==> src/hdl/ixsort_pkg.sv <==
// ----------------------------------------------------------------------------
// ixsort_pkg
// Shared types and constants of the indexed exchange sort: payload structs,
// the command that travels from front to back, and the back-end states.
// ----------------------------------------------------------------------------
`default_nettype none

package ixsort_pkg;

	localparam int MAX_ITEMS = 64;
	localparam int IDX_W     = 6;
	localparam int CNT_W     = 7;
	localparam int VAL_W     = 32;
	localparam int QDEPTH    = 4;
	localparam int QPTR_W    = 2;
	localparam int QCNT_W    = 3;

	typedef struct packed {
		logic signed [VAL_W-1:0] value;
		logic                    is_last;
	} item_t;

	typedef struct packed {
		logic [IDX_W-1:0]        orig_index;
		logic signed [VAL_W-1:0] sorted_value;
		logic                    overflow;
		logic                    last_out;
	} result_t;

	// one classified input transaction
	typedef struct packed {
		logic [VAL_W-1:0] value;
		logic [IDX_W-1:0] slot;
		logic             store;
		logic             is_last;
		logic [CNT_W-1:0] count;
		logic             overflow;
	} cmd_t;

	typedef enum logic [3:0] {
		ST_IDLE,
		ST_FETCH_P,
		ST_FETCH_VP,
		ST_GET_VP,
		ST_SCAN,
		ST_PUT_P,
		ST_EMIT_A,
		ST_EMIT_B,
		ST_EMIT_C
	} back_state_t;

endpackage

`default_nettype wire

==> src/hdl/ixsort_ram.sv <==
// ----------------------------------------------------------------------------
// ixsort_ram
// Generic simple dual-port RAM: one write port, one read port, registered
// read data.
// ----------------------------------------------------------------------------
`default_nettype none

module ixsort_ram #(
	parameter int WIDTH = 32,
	parameter int DEPTH = 64
) (
	input  wire logic                     clk,
	input  wire logic                     we,
	input  wire logic [$clog2(DEPTH)-1:0] waddr,
	input  wire logic [WIDTH-1:0]         wdata,
	input  wire logic [$clog2(DEPTH)-1:0] raddr,
	output logic      [WIDTH-1:0]         rdata
);

	logic [WIDTH-1:0] mem_q [DEPTH];

	always_ff @(posedge clk) begin
		if (we) begin
			mem_q[waddr] <= wdata;
		end
		rdata <= mem_q[raddr];
	end

endmodule

`default_nettype wire

==> src/hdl/ixsort_front.sv <==
// ----------------------------------------------------------------------------
// ixsort_front
// Input side: accepts items, assigns load slots, tracks the set size and
// the dropped flag, and hands each transaction on as a command.
// ----------------------------------------------------------------------------
`default_nettype none

module ixsort_front
	import ixsort_pkg::*;
(
	input  wire logic  clk,
	input  wire logic  arst_n,
	input  wire logic  item_valid,
	output logic       item_stall,
	input  wire item_t item,
	input  wire logic  q_full,
	output logic       push,
	output cmd_t       push_data
);

	logic [CNT_W-1:0] count_q;
	logic             dropped_q;
	logic             store;

	assign item_stall = q_full;
	assign push       = item_valid && !q_full;
	assign store      = count_q < CNT_W'(MAX_ITEMS);

	always_comb begin
		push_data.value    = item.value;
		push_data.slot     = count_q[IDX_W-1:0];
		push_data.store    = store;
		push_data.is_last  = item.is_last;
		push_data.count    = count_q + CNT_W'(store);
		push_data.overflow = dropped_q || !store;
	end

	always_ff @(posedge clk or negedge arst_n) begin
		if (!arst_n) begin
			count_q   <= '0;
			dropped_q <= 1'b0;
		end else if (push) begin
			if (item.is_last) begin
				count_q   <= '0;
				dropped_q <= 1'b0;
			end else begin
				count_q   <= push_data.count;
				dropped_q <= push_data.overflow;
			end
		end
	end

endmodule

`default_nettype wire

==> src/hdl/ixsort_queue.sv <==
// ----------------------------------------------------------------------------
// ixsort_queue
// Small command FIFO between the front and back ends.
// ----------------------------------------------------------------------------
`default_nettype none

module ixsort_queue
	import ixsort_pkg::*;
(
	input  wire logic clk,
	input  wire logic arst_n,
	input  wire logic push,
	input  wire cmd_t push_data,
	output logic      full,
	input  wire logic pop,
	output cmd_t      pop_data,
	output logic      not_empty
);

	cmd_t              mem_q [QDEPTH];
	logic [QPTR_W-1:0] wr_ptr_q;
	logic [QPTR_W-1:0] rd_ptr_q;
	logic [QCNT_W-1:0] cnt_q;

	assign full      = cnt_q == QCNT_W'(QDEPTH);
	assign not_empty = cnt_q != '0;
	assign pop_data  = mem_q[rd_ptr_q];

	always_ff @(posedge clk) begin
		if (push) begin
			mem_q[wr_ptr_q] <= push_data;
		end
	end

	always_ff @(posedge clk or negedge arst_n) begin
		if (!arst_n) begin
			wr_ptr_q <= '0;
			rd_ptr_q <= '0;
			cnt_q    <= '0;
		end else begin
			if (push) begin
				wr_ptr_q <= wr_ptr_q + QPTR_W'(1);
			end
			if (pop) begin
				rd_ptr_q <= rd_ptr_q + QPTR_W'(1);
			end
			cnt_q <= cnt_q + QCNT_W'(push) - QCNT_W'(pop);
		end
	end

endmodule

`default_nettype wire

==> src/hdl/ixsort_back.sv <==
// ----------------------------------------------------------------------------
// ixsort_back
// Execution side: writes loaded values and identity indices, runs the
// exchange sort on the index RAM with one pipelined comparator, then emits
// the sorted run through an output register.
// ----------------------------------------------------------------------------
`default_nettype none

module ixsort_back
	import ixsort_pkg::*;
(
	input  wire logic clk,
	input  wire logic arst_n,
	input  wire logic cmd_valid,
	input  wire cmd_t cmd,
	output logic      cmd_pop,
	output logic      result_valid,
	input  wire logic result_stall,
	output result_t   result
);

	back_state_t state_q, state_d;

	logic [CNT_W-1:0] n_q;
	logic             ovf_q;
	logic [IDX_W-1:0] p_q;
	logic [CNT_W-1:0] qa_q;
	logic [IDX_W-1:0] ip_q;
	logic signed [VAL_W-1:0] vp_q;
	logic [IDX_W-1:0] k_q;
	logic [IDX_W-1:0] eidx_q;

	logic             v1_s1;
	logic [IDX_W-1:0] q1_s1;
	logic             v2_s2;
	logic [IDX_W-1:0] q2_s2;
	logic [IDX_W-1:0] iq_s2;

	result_t res_q;
	logic    res_valid_q;

	logic             idx_we;
	logic [IDX_W-1:0] idx_waddr;
	logic [IDX_W-1:0] idx_wdata;
	logic [IDX_W-1:0] idx_raddr;
	logic [IDX_W-1:0] idx_rdata;
	logic             val_we;
	logic [IDX_W-1:0] val_raddr;
	logic [VAL_W-1:0] val_rdata;

	logic issue;
	logic swap;
	logic res_load;
	logic more_p;
	logic last_k;

	assign issue    = (state_q == ST_SCAN) && (qa_q < n_q);
	assign swap     = (state_q == ST_SCAN) && v2_s2 && ($signed(val_rdata) < vp_q);
	assign res_load = (state_q == ST_EMIT_C) && (!res_valid_q || !result_stall);
	assign more_p   = (CNT_W'(p_q) + CNT_W'(2)) < n_q;
	assign last_k   = (CNT_W'(k_q) + CNT_W'(1)) == n_q;

	assign result_valid = res_valid_q;
	assign result       = res_q;

	ixsort_ram #(.WIDTH(IDX_W), .DEPTH(MAX_ITEMS)) u_index_ram (
		.clk   (clk),
		.we    (idx_we),
		.waddr (idx_waddr),
		.wdata (idx_wdata),
		.raddr (idx_raddr),
		.rdata (idx_rdata)
	);

	ixsort_ram #(.WIDTH(VAL_W), .DEPTH(MAX_ITEMS)) u_value_ram (
		.clk   (clk),
		.we    (val_we),
		.waddr (cmd.slot),
		.wdata (cmd.value),
		.raddr (val_raddr),
		.rdata (val_rdata)
	);

	always_comb begin
		state_d   = state_q;
		cmd_pop   = 1'b0;
		idx_we    = 1'b0;
		idx_waddr = cmd.slot;
		idx_wdata = cmd.slot;
		idx_raddr = qa_q[IDX_W-1:0];
		val_we    = 1'b0;
		val_raddr = eidx_q;
		unique case (state_q)
			ST_IDLE: begin
				if (cmd_valid) begin
					cmd_pop = 1'b1;
					idx_we  = cmd.store;
					val_we  = cmd.store;
					if (cmd.is_last) begin
						state_d = (cmd.count > CNT_W'(1)) ? ST_FETCH_P : ST_EMIT_A;
					end
				end
			end
			ST_FETCH_P: begin
				idx_raddr = p_q;
				state_d   = ST_FETCH_VP;
			end
			ST_FETCH_VP: begin
				val_raddr = idx_rdata;
				state_d   = ST_GET_VP;
			end
			ST_GET_VP: begin
				state_d = ST_SCAN;
			end
			ST_SCAN: begin
				val_raddr = idx_rdata;
				// a smaller value moves the running minimum's index out to slot q
				if (swap) begin
					idx_we    = 1'b1;
					idx_waddr = q2_s2;
					idx_wdata = ip_q;
				end
				if (!issue && !v1_s1 && !v2_s2) begin
					state_d = ST_PUT_P;
				end
			end
			ST_PUT_P: begin
				idx_we    = 1'b1;
				idx_waddr = p_q;
				idx_wdata = ip_q;
				state_d   = more_p ? ST_FETCH_P : ST_EMIT_A;
			end
			ST_EMIT_A: begin
				idx_raddr = k_q;
				state_d   = ST_EMIT_B;
			end
			ST_EMIT_B: begin
				val_raddr = idx_rdata;
				state_d   = ST_EMIT_C;
			end
			ST_EMIT_C: begin
				if (res_load) begin
					state_d = last_k ? ST_IDLE : ST_EMIT_A;
				end
			end
			default: begin
				state_d = ST_IDLE;
			end
		endcase
	end

	always_ff @(posedge clk or negedge arst_n) begin
		if (!arst_n) begin
			state_q     <= ST_IDLE;
			v1_s1       <= 1'b0;
			v2_s2       <= 1'b0;
			res_valid_q <= 1'b0;
		end else begin
			state_q <= state_d;
			v1_s1   <= issue;
			v2_s2   <= v1_s1;
			if (res_load) begin
				res_valid_q <= 1'b1;
			end else if (!result_stall) begin
				res_valid_q <= 1'b0;
			end
		end
	end

	always_ff @(posedge clk) begin
		q1_s1 <= qa_q[IDX_W-1:0];
		q2_s2 <= q1_s1;
		iq_s2 <= idx_rdata;
		unique case (state_q)
			ST_IDLE: begin
				if (cmd_valid && cmd.is_last) begin
					n_q   <= cmd.count;
					ovf_q <= cmd.overflow;
					p_q   <= '0;
					k_q   <= '0;
				end
			end
			ST_FETCH_VP: begin
				ip_q <= idx_rdata;
			end
			ST_GET_VP: begin
				vp_q <= val_rdata;
				qa_q <= CNT_W'(p_q) + CNT_W'(1);
			end
			ST_SCAN: begin
				if (issue) begin
					qa_q <= qa_q + CNT_W'(1);
				end
				if (swap) begin
					ip_q <= iq_s2;
					vp_q <= val_rdata;
				end
			end
			ST_PUT_P: begin
				p_q <= p_q + IDX_W'(1);
				k_q <= '0;
			end
			ST_EMIT_B: begin
				eidx_q <= idx_rdata;
			end
			ST_EMIT_C: begin
				if (res_load) begin
					res_q.orig_index   <= eidx_q;
					res_q.sorted_value <= val_rdata;
					res_q.overflow     <= ovf_q;
					res_q.last_out     <= last_k;
					k_q                <= k_q + IDX_W'(1);
				end
			end
			default: begin
			end
		endcase
	end

	assert property (@(posedge clk) disable iff (!arst_n)
		$rose(res_valid_q) |-> $past(state_q) == ST_EMIT_C)
		else $error("result loaded outside emit");

	assert property (@(posedge clk) disable iff (!arst_n)
		cmd_pop |-> (state_q == ST_IDLE) && cmd_valid)
		else $error("command taken while busy");

	assert property (@(posedge clk) disable iff (!arst_n)
		(state_q == ST_SCAN) |-> qa_q <= n_q)
		else $error("scan ran past set size");

	assert property (@(posedge clk) disable iff (!arst_n)
		(state_q == ST_PUT_P) |-> !v1_s1 && !v2_s2)
		else $error("compare pipeline not drained");

endmodule

`default_nettype wire

==> src/hdl/index_exchange_sort.sv <==
// ----------------------------------------------------------------------------
// index_exchange_sort
// Loads a set of signed values, sorts an index list over them by exchange
// sort, and streams out the sorted run with the original load positions.
// ----------------------------------------------------------------------------
// Items enter one per cycle, while the queue is not full, into a four-entry
// command queue, so the input side keeps taking transactions until the queue
// fills while a previous set is still being sorted or emitted; the back end
// drains one load per cycle while it is idle. Once the item marked last
// arrives, the back end sorts n entries with a single pipelined comparator
// over two simple dual-port RAMs (index and value), n*(n-1)/2 compares in
// all, then streams out the sorted results. Up to 64 values are kept per set;
// further items, the closing one included, are dropped and reported
// through overflow on every result. No clearing pass is needed after reset.
// ----------------------------------------------------------------------------
`default_nettype none

module index_exchange_sort
	import ixsort_pkg::*;
(
	input  wire logic  clk,
	input  wire logic  arst_n,
	input  wire logic  item_valid,
	output logic       item_stall,
	input  wire item_t item,
	output logic       result_valid,
	input  wire logic  result_stall,
	output result_t    result
);

	logic q_full;
	logic push;
	cmd_t push_data;
	logic pop;
	cmd_t pop_data;
	logic not_empty;

	ixsort_front u_front (
		.clk        (clk),
		.arst_n     (arst_n),
		.item_valid (item_valid),
		.item_stall (item_stall),
		.item       (item),
		.q_full     (q_full),
		.push       (push),
		.push_data  (push_data)
	);

	ixsort_queue u_queue (
		.clk       (clk),
		.arst_n    (arst_n),
		.push      (push),
		.push_data (push_data),
		.full      (q_full),
		.pop       (pop),
		.pop_data  (pop_data),
		.not_empty (not_empty)
	);

	ixsort_back u_back (
		.clk          (clk),
		.arst_n       (arst_n),
		.cmd_valid    (not_empty),
		.cmd          (pop_data),
		.cmd_pop      (pop),
		.result_valid (result_valid),
		.result_stall (result_stall),
		.result       (result)
	);

endmodule

`default_nettype wire
==> config.mk <==
export PLATFORM = sky130hd
export DESIGN_NAME = index_exchange_sort
export DESIGN_NICKNAME = d
export VERILOG_FILES = /design/src/hdl/ixsort_pkg.sv /design/src/hdl/ixsort_ram.sv /design/src/hdl/ixsort_front.sv /design/src/hdl/ixsort_queue.sv /design/src/hdl/ixsort_back.sv /design/src/hdl/index_exchange_sort.sv
export SDC_FILE = /design/constraint.sdc
export NUM_CORES = 2
export LEC_CHECK = 0
export ABC_AREA = 1
export CORE_ASPECT_RATIO = 1.2
export CORE_MARGIN = 1.5
export CORE_UTILIZATION = 42
export CTS_CLUSTER_SIZE = 8
export DETAILED_ROUTE_END_ITERATION = 10
export DONT_BUFFER_PORTS = 1
export HOLD_SLACK_MARGIN = 0.02
export PLACE_DENSITY_LB_ADDON = 0.12
export SKIP_CTS_REPAIR_TIMING = 1
export SYNTH_ARGS = -nofsm -noshare
export SYNTH_HDL_FRONTEND = slang
export SYNTH_SLANG_ARGS = --single-unit
export TNS_END_PERCENT = 30
==> constraint.sdc <==
create_clock -name clk -period 4.1 [get_ports clk]
set_input_delay 0.205 -clock clk [delete_from_list [all_inputs] [get_ports clk]]
set_output_delay 0.205 -clock clk [all_outputs]
set_load 0.01 [all_outputs]
=== Word-level counts from Yosys, hierarchy flattened ===
Memory sizes are Yosys's and may differ from the RTL's. A register that Yosys moved wholly into a read port is not among the register bits.
Cells that the tools add are included.

* Input bits: 37
* Memories: 3
* Output and inout bits: 42
* Register bits: 151
* ROM bits: 0
* Word-level logic and storage cells: 133
* Memory bits (writable): 2624
* Bits in latches: 0

* Add/subtract/negate cells: 11
* Eq/ne operators: 18
* Shift operators: 0
* Order comparisons: 5
* Bitwise logic cells: 0
* Divide/modulo/power cells: 0
* Mux-type cells: 40
* Multiply operators: 0
* Reductions and logical operators: 32

{| class="wikitable"
|+ Memories
! name !! words !! bits a word !! rd ports !! clocked after Yosys merged registers in !! write ports !! RTL line !! source
|-
| u_back.u_value_ram.mem_q || 64 || 32 || 1 || 1 || 1 || ixsort_ram.sv:20 || <nowiki>logic [WIDTH-1:0] mem_q [DEPTH];</nowiki>
|-
| u_back.u_index_ram.mem_q || 64 || 6 || 1 || 1 || 1 || ixsort_ram.sv:20 ||
|-
| u_queue.mem_q || 4 || 48 || 1 || 0 || 1 || ixsort_queue.sv:20 || <nowiki>cmd_t mem_q [QDEPTH];</nowiki>
|}

{| class="wikitable"
|+ Operators with widths
! operator !! count
|-
| 32-bit case mux with 2 select lines || 1
|-
| 6-bit case mux with 2 select lines || 5
|-
| 6-bit two-way mux || 6
|-
| 4-bit case mux with 9 select lines || 1
|-
| 32-bit < comparator || 1
|-
| 32-bit two-way mux || 1
|-
| 6-bit case mux with 3 select lines || 1
|-
| 4-bit by 3-bit equality test with 1-bit output (second input constant) || 4
|-
| 4-bit two-way mux || 4
|-
| 6-bit by 1-bit adder with 7-bit output (second input constant) || 2
|-
| 7-bit < comparator || 2
|-
| 1-bit two-way mux || 14
|-
| 7-bit two-way mux || 2
|-
| 2-bit by 1-bit inequality test with 1-bit output (second input constant) || 7
|-
| 7-bit case mux with 2 select lines || 1
|-
| 6-bit by 1-bit adder with 6-bit output (second input constant) || 2
|-
| 2-bit AND reduction || 6
|-
| 3-bit two-way mux || 3
|-
| 4-bit by 2-bit equality test with 1-bit output (second input constant) || 2
|-
| 1-bit logical AND || 8
|-
| 6-bit by 2-bit adder with 7-bit output (second input constant) || 1
|-
| 7-bit by 1-bit adder with 7-bit output || 1
|-
| 7-bit by 1-bit adder with 7-bit output (second input constant) || 1
|-
| 7-bit equality test || 1
|-
| 18 further kinds || 29
|}

=== Logic depth before layout (Yosys ltp) ===
* Word-level depth: 7
* Depth in mapped cells: 22
* Gate-level depth less buffers: 22

=== Cells and area by module ===
A second synthesis with hierarchy kept.

* Cells, all modules: 9669
* Area total of the unflattened synthesis: 114437.3 µm²

{| class="wikitable"
|+ Modules (own cells, without submodules)
! module !! cells each !! area each (µm²) !! instances !! sequential area each (µm²)
|-
| ixsort_ram (u_back.u_value_ram) || 6769 || 82738.1 || 1 || 62139.6
|-
| ixsort_ram (u_back.u_index_ram) || 1376 || 15930.3 || 1 || 11651.2
|-
| ixsort_queue || 798 || 8475.6 || 1 || 5940.7
|-
| ixsort_back || 625 || 6518.8 || 1 || 3868.7
|-
| ixsort_front || 101 || 774.5 || 1 || 200.2
|}

=== Least setup slack after synthesis ===
No wires, ideal clock.

* Kind: reg2reg
* Start point: register u_queue.rd_ptr_q[0]
* End point: memory u_back.u_value_ram.mem_q[0][23] (data pin)
* Arrival: 3.496 ns
* Slack: 0.052 ns
* Data required time: 3.547 ns
* Period minus slack after synthesis: 4.048 ns
* Cell stages (with the launch flop): 8
* Cells stage by stage: dfrtp_1 > clkbuf_1 > clkbuf_1 > clkbuf_1 > clkbuf_1 > clkbuf_1 > nor2_1 > o22ai_1

{| class="wikitable"
|+ RTL lines
! element !! RTL line !! source
|-
| start, declared || ixsort_queue.sv:22 || <nowiki>logic [QPTR_W-1:0] rd_ptr_q;</nowiki>
|-
| start signal, assigned || ixsort_queue.sv:45 || <nowiki>rd_ptr_q <= rd_ptr_q + QPTR_W'(1);</nowiki>
|-
| end, declared || ixsort_ram.sv:20 ||
|}

=== Worst setup path in the final report ===
* Start point: register u_back.u_value_ram.rdata[31] (read register of u_back.u_value_ram.mem_q)
* End point: memory u_back.u_index_ram.mem_q[53][3] (netlist bit) (enable)

* Word-level cells in the longest chain between the ends: 6

{| class="wikitable"
|+ RTL lines
! element !! RTL line !! source
|-
| start, declared || ixsort_ram.sv:17 || <nowiki>output logic [WIDTH-1:0] rdata</nowiki>
|-
| 32-bit < comparator * || ixsort_back.sv:58 || <nowiki>assign swap = (state_q == ST_SCAN) && v2_s2 && ($signed(val_rdata) < vp_q);</nowiki>
|-
| 1-bit logical AND * || ixsort_back.sv:58 ||
|-
| 1-bit two-way mux || ixsort_back.sv:118 || <nowiki>if (swap) begin</nowiki>
|-
| 1-bit case mux with 3 select lines || ixsort_back.sv:93 || <nowiki>unique case (state_q)</nowiki>
|-
| 1-bit two-way mux || ixsort_ram.sv:23 || <nowiki>if (we) begin</nowiki>
|-
| 1-bit two-way mux (not written as such) || ixsort_ram.sv:24 || <nowiki>mem_q[waddr] <= wdata;</nowiki>
|-
| end, declared || ixsort_ram.sv:20 ||
|}

Every way passes the cells marked *; elsewhere a longest branch is shown, timed or not.

==> qor.yml <==
min_to: "u_front.dropped_q"
hold_depth: 4
h-tree-depth: 5
viasPerCell: 5.640
fin_area_mm2: 0.1323
r2r_slack_ps: 150
ios: 79
synth-edff-count: 2735
finalCritPeriodShare_pct: 96.30
avgSynthCellArea_um2: 13.34
status: "completed"
placementRows: 207
r2r-start: "u_back.u_value_ram.rdata[31]"
dieArea_mm2: 0.2708
clk_pin_slew_ps: 50
clock.fmax_ghz: 0.2533
fin_tns_setup_ps: 0
synth_most_common_cell: "edfxtp_1"
drv_cap: 0
maxSlewHeadroom_pct: 30.94
critPathCaptureType: "flop"
vias: 70480
cts_tree: "built"
routed_wl_mm: 323.9
ys_top_cells_by_count: "edfxtp_1 (2735), o21ai_0 (1108), nand2_1 (929)"
cp-start-kind: "flop"
setup_violations: 0
core_area_mm2: 0.2657
ys_seq_elements: 2813
worst_pin_slew_ps: 1033
rr_endpoint: "u_back.u_index_ram.mem_q[53][3]"
drc: 0
final_max_slew_viol_count: 0
clock-sinks: 2813
async_flop_share_pct: 0.7821
synth_cells: 8431
overflow: 0
postPlaceCellArea_mm2: 0.1211
path_class: "reg2reg"
worstSkewPairLatency_ps: 890
required_ps: 4640
synth.top_cell.area_share_pct: 73.05
ant_nets: 0
fin_crit_ps: 3948
synth_nets: 8524
fillCellCount: 22850
yosysUniqueCellTypes: 44
rsz0062_at_grt: "no"
pre_cts_slack_ps: -137.3
area_growth_pct: 17.71
yosysWarnings: 0
arrival_ps: 4490
place_congestion: 0.8246
drt_iter0_markers: 7003
cts_buffer_depth: 4
portBuffers: 0
start_util_pct: 42.31
r2r.worst_path.cells: 18
synthFlopType: "edfxtp_1"
holdWs_ps: 19.17
skew_ps: 65.25
leakagePower_uw: 0.04440
hpwl_mm: 188.3
antenna_found_initial: 10
drive_gt1_share_pct: 12.68
grt_pass1_vias: 70070
cts_made_buffers: 394
crit_fanout: 8
seq_area_frac_synth_pct: 74.53
vdd_ir_drop_max_mv: 0.8356
wl_per_cell_um: 25.92
grt_pass1_wl_mm: 476.3
die_w_um: 475.3
dr.pass1.iters: 5
fp.dieH_um: 569.8
post-route-util_pct: 49.80
synth_top_cells_by_area: "edfxtp_1 (73%), o21ai_0 (4.9%), o211ai_1 (3.5%)"
worstHoldStart: "item_valid"
setup_ws_ps: 151.7
cts_root_buffer: "clkbuf_16"
hold_viol_final: 0
grt_max_degree: 193
netlist_area_mm2: 0.1124
p_per_area_mw_per_mm2: 854.8
gr-usage-all-layers_pct: 23.66
yosysTopAreaCell: "edfxtp_1"
final_nets: 8876
hp-class: "in2reg"
## registers in the layout, summed over array words and instances (netlist names), 2 cells and up
name                      cells
u_back.u_value_ram.mem_q   2048
u_back.u_index_ram.mem_q    384
u_queue.mem_q               192
u_back.result                40
u_back.u_value_ram.rdata     32
u_back.vp_q                  32
u_back.n_q                    7
u_back.qa_q                   7
u_front.count_q               7
u_back.eidx_q                 6
u_back.ip_q                   6
u_back.iq_s2                  6
u_back.k_q                    6
u_back.p_q                    6
u_back.q1_s1                  6
u_back.q2_s2                  6
u_back.u_index_ram.rdata      6
u_back.state_q                4
u_queue.cnt_q                 3
u_queue.rd_ptr_q              2
u_queue.wr_ptr_q              2
## stage by stage
step / std cells / total power, µW
floorplan: 8431 / 64790
global placement: 11900 / 84130
detailed placement: 11900 / 84610
CTS: 12450 / 114000
global route: 12490 / 118700
finish: 12500 / 113100
## cells in the final DEF (no fill, tap or decap), drive strengths merged, types with 4 or more instances in the layout
cell type and instances:
edfxtp 2735, clkinv 7, or2 98, buf 482, xor2 19, ha 55
o22ai 115, clkbuf 535, nand4 10, nor2 741, nand2 932, nor3 5
a21oi 36, xnor2 4, inv 258, nand3 550, o21bai 405, o21ai 1303
o211ai 518, diode 8, dfxtp 56, dfrtp 22, dlygate4sd3 36
## critical path: stages, from the launching register on
cell and delay, ps:
dfxtp_1 560, ha_1 340, a21oi_1 170, o21a_1 150
nand2_1 80, a21oi_4 210, buf_4 160, nand2_1 50
nand2_1 260, nand3_2 210, buf_4 220, nand2_1 70
nand2_1 100, a21oi_1 140, buf_4 160, nand3_1 190
buf_4 240, nor2_1 110, buf_4 160
## cell type report
class	count	area (µm²)	share of cell area [%]
Tap cell	3553	4446	3.359
Multi-Input combinational cell	4804	26210	19.81
Sequential cell	2813	83800	63.32
Clock inverter	14	224.0	0.1692
Timing Repair Buffer	518	6056	4.576
Antenna cell	8	20.02	0.01513
Inverter	252	969.7	0.7327
Clock buffer	535	10610	8.018
## power breakdown
group          internal, µW  switching, µW  total (µW)
clock                 17700          11600       29300
sequential            39600            889       40500
combinational         12700          30700       43400
## cell families (layout without fill, tap and decap cells)
group                    count (synthesis)  after routing  share of synthesized area [%]
flip-flops                            2813           2813                          74.53
AND/OR/NAND/NOR                       2340           2340                          8.705
other                                    0              8                              0
buffers and inverters                  814           1319                          3.122
AO/OA/AOI/OAI                         2385           2385                          12.83
XOR/XNOR                                23             23                         0.1792
adder cells (fa/ha/maj)                 56             56                         0.6299
## how the worst max path moves through the flow
stage                                       startpoint                               to
after floorplan                    u_queue.rd_ptr_q[0]  u_back.u_value_ram.mem_q[0][23]
after global placement    u_back.u_value_ram.rdata[31]  u_back.u_index_ram.mem_q[52][5]
after detailed placement  u_back.u_value_ram.rdata[31]  u_back.u_index_ram.mem_q[53][4]
after CTS                 u_back.u_value_ram.rdata[31]  u_back.u_index_ram.mem_q[53][0]
after global routing      u_back.u_value_ram.rdata[31]  u_back.u_index_ram.mem_q[53][3]
final                     u_back.u_value_ram.rdata[31]  u_back.u_index_ram.mem_q[53][3]
## metal layers
metal | GRT usage [%] | up-vias | wire length (µm)
li1 | - | 31980 | -
met4 | 5.698 | 0 | 6805
met1 | 32.01 | 35870 | 137900
met2 | 40.50 | 2163 | 162000
met3 | 2.897 | 467 | 17200
met5 | 0 | - | 0
Note: power is estimated with default switching activity, not from simulation.
